[config.mk]
export PLATFORM = sky130hd
export DESIGN_NAME = bfc_ctrl
export DESIGN_NICKNAME = d
export VERILOG_FILES = /design/src/rtl/bfc_pkg.sv /design/src/rtl/bfc_ctrl.sv
export SDC_FILE = /design/constraint.sdc
export NUM_CORES = 1
export LEC_CHECK = 0
export BUFFER_PORTS_ARGS = -buffer_cell sky130_fd_sc_hd__buf_4
export CORE_AREA = 3 3 40 42
export DETAILED_ROUTE_END_ITERATION = 12
export DIE_AREA = 0 0 43 45
export SYNTH_ARGS = -nofsm -noshare
export SYNTH_HDL_FRONTEND = slang
export SYNTH_SLANG_ARGS = --single-unit
[constraint.sdc]
create_clock -name clk -period 1.25 [get_ports clk]
set_clock_uncertainty 0.1 [all_clocks]
set_input_delay 0.125 -clock clk [delete_from_list [all_inputs] [get_ports clk]]
set_output_delay 0.125 -clock clk [all_outputs]
set_load 0.05 [all_outputs]
[src/rtl/bfc_pkg.sv]
package bfc_pkg;

  localparam int COORD_W   = 24;
  localparam int COLOR_W   = 32;
  localparam int CNT_W     = 7;
  // power-basis coefficients of a curve, signed
  localparam int COEF_W    = 28;
  // quotient width of the mixed-radix forward differences
  localparam int Q_W       = 32;
  // long division retires this many quotient bits per cycle
  localparam int DIV_BITS  = 4;
  localparam int DIV_CYC   = Q_W / DIV_BITS;
  localparam int DIV_CNT_W = $clog2(DIV_CYC);

  typedef logic signed [COORD_W-1:0] coord_t;

  localparam coord_t COORD_MAX = 24'sh7FFFFF;
  localparam coord_t COORD_MIN = 24'sh800000;

  typedef struct packed {
    logic load;
    logic setup0;
    logic setup1;
    logic setup2;
    logic div_start;
    logic div_step;
    logic div_fix;
    logic prep;
    logic emit;
  } cmd_t;

  typedef struct packed {
    logic out_free;
    logic last;
  } stat_t;

endpackage

[src/rtl/bfc_ctrl.sv]
module bfc_ctrl (
  input  logic            clk,
  input  logic            rst_n,
  input  logic            in_valid,
  output logic            in_stall,
  input  bfc_pkg::stat_t  stat,
  output bfc_pkg::cmd_t   cmd
);

  localparam int CW = bfc_pkg::DIV_CNT_W;

  typedef enum logic [3:0] {
    ST_IDLE,
    ST_SET0,
    ST_SET1,
    ST_SET2,
    ST_DSTART,
    ST_DIV,
    ST_FIX,
    ST_PREP,
    ST_EMIT
  } state_t;

  state_t        state_r, state_nxt;
  logic [CW-1:0] cnt_r, cnt_nxt;

  always_comb begin
    cmd           = '0;
    cmd.load      = (state_r == ST_IDLE) && in_valid;
    cmd.setup0    = (state_r == ST_SET0);
    cmd.setup1    = (state_r == ST_SET1);
    cmd.setup2    = (state_r == ST_SET2);
    cmd.div_start = (state_r == ST_DSTART);
    cmd.div_step  = (state_r == ST_DIV);
    cmd.div_fix   = (state_r == ST_FIX);
    cmd.prep      = (state_r == ST_PREP);
    cmd.emit      = (state_r == ST_EMIT) && stat.out_free;
  end

  assign in_stall = (state_r != ST_IDLE);

  always_comb begin
    state_nxt = state_r;
    cnt_nxt   = cnt_r;
    case (state_r)
      ST_IDLE:   if (in_valid) state_nxt = ST_SET0;
      ST_SET0:   state_nxt = ST_SET1;
      ST_SET1:   state_nxt = ST_SET2;
      ST_SET2:   state_nxt = ST_DSTART;
      ST_DSTART: begin
        state_nxt = ST_DIV;
        cnt_nxt   = '0;
      end
      ST_DIV: begin
        cnt_nxt = cnt_r + CW'(1);
        if (cnt_r == CW'(bfc_pkg::DIV_CYC - 1)) state_nxt = ST_FIX;
      end
      ST_FIX:    state_nxt = ST_PREP;
      ST_PREP:   state_nxt = ST_EMIT;
      ST_EMIT:   if (cmd.emit && stat.last) state_nxt = ST_IDLE;
      default:   state_nxt = ST_IDLE;
    endcase
  end

  always_ff @(posedge clk) begin
    if (!rst_n) begin
      state_r <= ST_IDLE;
      cnt_r   <= '0;
    end else begin
      state_r <= state_nxt;
      cnt_r   <= cnt_nxt;
    end
  end

  // quotients are only fixed up after the full division sweep
  a_fix_after_div: assert property (@(posedge clk) disable iff (!rst_n)
    state_r == ST_FIX |-> $past(state_r) == ST_DIV
      && $past(cnt_r) == CW'(bfc_pkg::DIV_CYC - 1))
    else $error("fixup without completed division");

  a_idle_quiet: assert property (@(posedge clk) disable iff (!rst_n)
    state_r == ST_IDLE |-> !cmd.emit && !cmd.div_step && !cmd.prep)
    else $error("datapath commanded while idle");

endmodule

==> flow_summary.json <==
{
  "path_clk_slew_ns": 0.05,
  "row_count": 13,
  "wl_um": 1150,
  "cts_tree": "built",
  "die_area_um2": 1940,
  "ys.flop_type": "dfxtp_1",
  "power_density_nw_per_um2": 902,
  "post_drt_wl_per_cell_um": 12.1,
  "synth_cell_type_count": 25,
  "synth_area_um2": 447,
  "ys_seq_area_share_pct": 31.4,
  "finalHoldViolCount": 0,
  "gr-total-overflow": 0,
  "hp-class": "input port to flop",
  "grt_start_max_net_pins": 10,
  "synthArstFlopShare_pct": 0,
  "p_leak_nw": 0.340,
  "critical_path.cell_chain": "buf_4 > nand2b_4 > nor3_4 > buf_6",
  "cts_buffers": 3,
  "antenna_found_initial": 0,
  "fin_util_pct": 64.5,
  "cts.sinks": 7,
  "postCtsHoldBufs": 0,
  "drtIter0Drc": 6,
  "crit_path_max_incr_delay_ns": 0.35,
  "vias": 474,
  "ant_nets": 0,
  "cpMaxStageDelayCell": "dfxtp_4",
  "fmaxAchievable_mhz": 696,
  "dp_hpwl_um": 755,
  "diodes": 0,
  "gp_congestion": 0.699,
  "tightest_slew_ns": 0.225,
  "status": "complete, but fails checks",
  "cp.arrival_ns": 1.21,
  "num-nets-final": 88,
  "area_delta_synth_final_pct": 85.4,
  "violations": "negative setup slack",
  "finalSetupViolCount": 10,
  "cp.required_ns": 1.02,
  "grt_usage_pct": 12.9,
  "synth_nets": 61,
  "numPortBuffers": 14,
  "path_max_fanout": 5,
  "ys_warn_count": 0,
  "holdWs_ns": 0.0467,
  "synth_edf_count": 0,
  "multi_input_area_um2": 375,
  "vias_per_cell": 4.99,
  "end_kind": "primary output",
  "core_um2": 1280,
  "io_pins": 15,
  "register_area_um2": 156,
  "crit_type": "flop to primary output",
  "layout_min_cycle_time_ns": 1.44,
  "drive_above_1_share_pct": 67.5,
  "synth-seq-cells": 7,
  "drc_errors": 0,
  "synth_area_per_cell_um2": 8.27,
  "maxCapViolations": 0,
  "drv_slew": 0,
  "cts_root_buf": "clkbuf_4",
  "die_y_um": 45,
  "grt_pass1_vias": 450,
  "setup_ws_ns": -0.186,
  "rsz0062_at_grt": "true",
  "firstDrtPassIters": 2,
  "grt_pass1_wl_um": 1840,
  "h-tree-depth": 1,
  "peakVddDrop_v": 0.000544,
  "start_kind": "flop",
  "relSlewSlack_pct": 85.0,
  "synthCells": 54,
  "clk_path_buf_depth": 2,
  "fin_crit_sh_pct": 115,
  "fillCellCount": 112,
  "clock_latency_ns": 0.25,
  "die_w_um": 43,
  "start_util_pct": 34.8
}
## area by class of cell
class	count	share of cell area, %
clock buffer	4	3.17
multi-input combinational	43	45.3
sequential	7	18.9
tap	15	2.27
timing repair buffer	26	30.4
## registers in the layout, indices dropped and copies added, names as in the netlist
register and count:
cnt_r 3, state_r 4
## metal layers
metal  wire length, um  global-route usage [%]
met4                 0                    7.23
met5                 0                       0
met1               453                    14.9
met3                55                    3.98
met2               638                    21.3
## report_power, final
group          internal [W]  switching, W  total [W]
clock network      0.000122     0.0000840   0.000206
registers          0.000231     0.0000241   0.000255
logic              0.000128      0.000158   0.000286
total              0.000481      0.000266   0.000747
## critical path, delay by kind of cell, from the launching register on
family	cells	cell delay, ns
AND/OR/NAND/NOR	2	0.29
buffers and inverters	2	0.32
flip-flops	1	0.35
## what timing repair did
| item | CTS | global route |
|---|---|---|
| gates resized for setup | 27 | 14 |
| buffers inserted | 2 | 2 |
| pin swaps | 3 | 9 |
| setup endpoints to repair | 11 | 15 |
| cloned | 0 | 0 |
## synthesized netlist by cell type, types with 2 or more instances
cell	instances	share of area (%)
dfxtp_1	7	31
nor2_1	5	4.2
nand4_1	2	2.8
nand2_1	7	5.9
and3_2	2	3.4
o21ai_0	4	4.5
nor3_1	3	3.4
ha_1	2	5.6
buf_6	2	5.0
nand2b_1	5	7.0
## cells by family (layout without fill, tap and decap cells)
logic type,Yosys count,in the layout,synth area share [%]
AO/OA/AOI/OAI,7,7,8.96
XOR/XNOR,1,1,1.96
buffers and inverters,4,30,7.28
flip-flops,7,7,31.4
adder cells (fa/ha/maj),2,2,5.60
AND/OR/NAND/NOR,33,33,44.8
## placed cells by master (no fill, tap or decap), types with 2 or more instances in the layout
| cell type | synthesis | routed |
|---|---|---|
| and3_2 | 2 | 2 |
| and3_4 | 1 | 2 |
| buf_4 | 0 | 15 |
| buf_6 | 2 | 7 |
| buf_8 | 0 | 4 |
| clkbuf_4 | 0 | 3 |
| dfxtp_1 | 7 | 2 |
| dfxtp_4 | 0 | 4 |
| nand2_1 | 7 | 7 |
| nand2b_1 | 5 | 3 |
| nand2b_4 | 0 | 2 |
| nand4_1 | 2 | 2 |
| nor2_2 | 0 | 2 |
| nor2_4 | 0 | 2 |
| nor2b_4 | 0 | 2 |
| nor3_4 | 0 | 2 |
| o21ai_0 | 4 | 2 |
## path summary, 6_finish.rpt
check,depth (start not counted),end,start,slack (ns)
hold / removal,2,state_r[3],rst_n,0.05
hold reg to reg,2,cnt_r[1],cnt_r[1],0.37
setup reg to reg,5,state_r[3],state_r[3],0.02
setup / recovery,4,cmd[7],state_r[2],-0.19
## per-stage QoR
stage / setup WS [ns] / setup TNS, ns / instances / area (um^2) / total power (W)
floorplan: -0.189 / -0.397 / 54 / 473 / 0.000414
CTS: -0.215 / -1.59 / 94 / 767 / 0.000736
detailed placement: -0.0377 / -0.0939 / 88 / 632 / 0.000477
global placement: -0.0305 / -0.0548 / 88 / 632 / 0.000475
global route: -0.274 / -2.15 / 95 / 828 / 0.000798
finish: -0.186 / -1.51 / 95 / 828 / 0.000747
(Power assumes the default switching activity.)
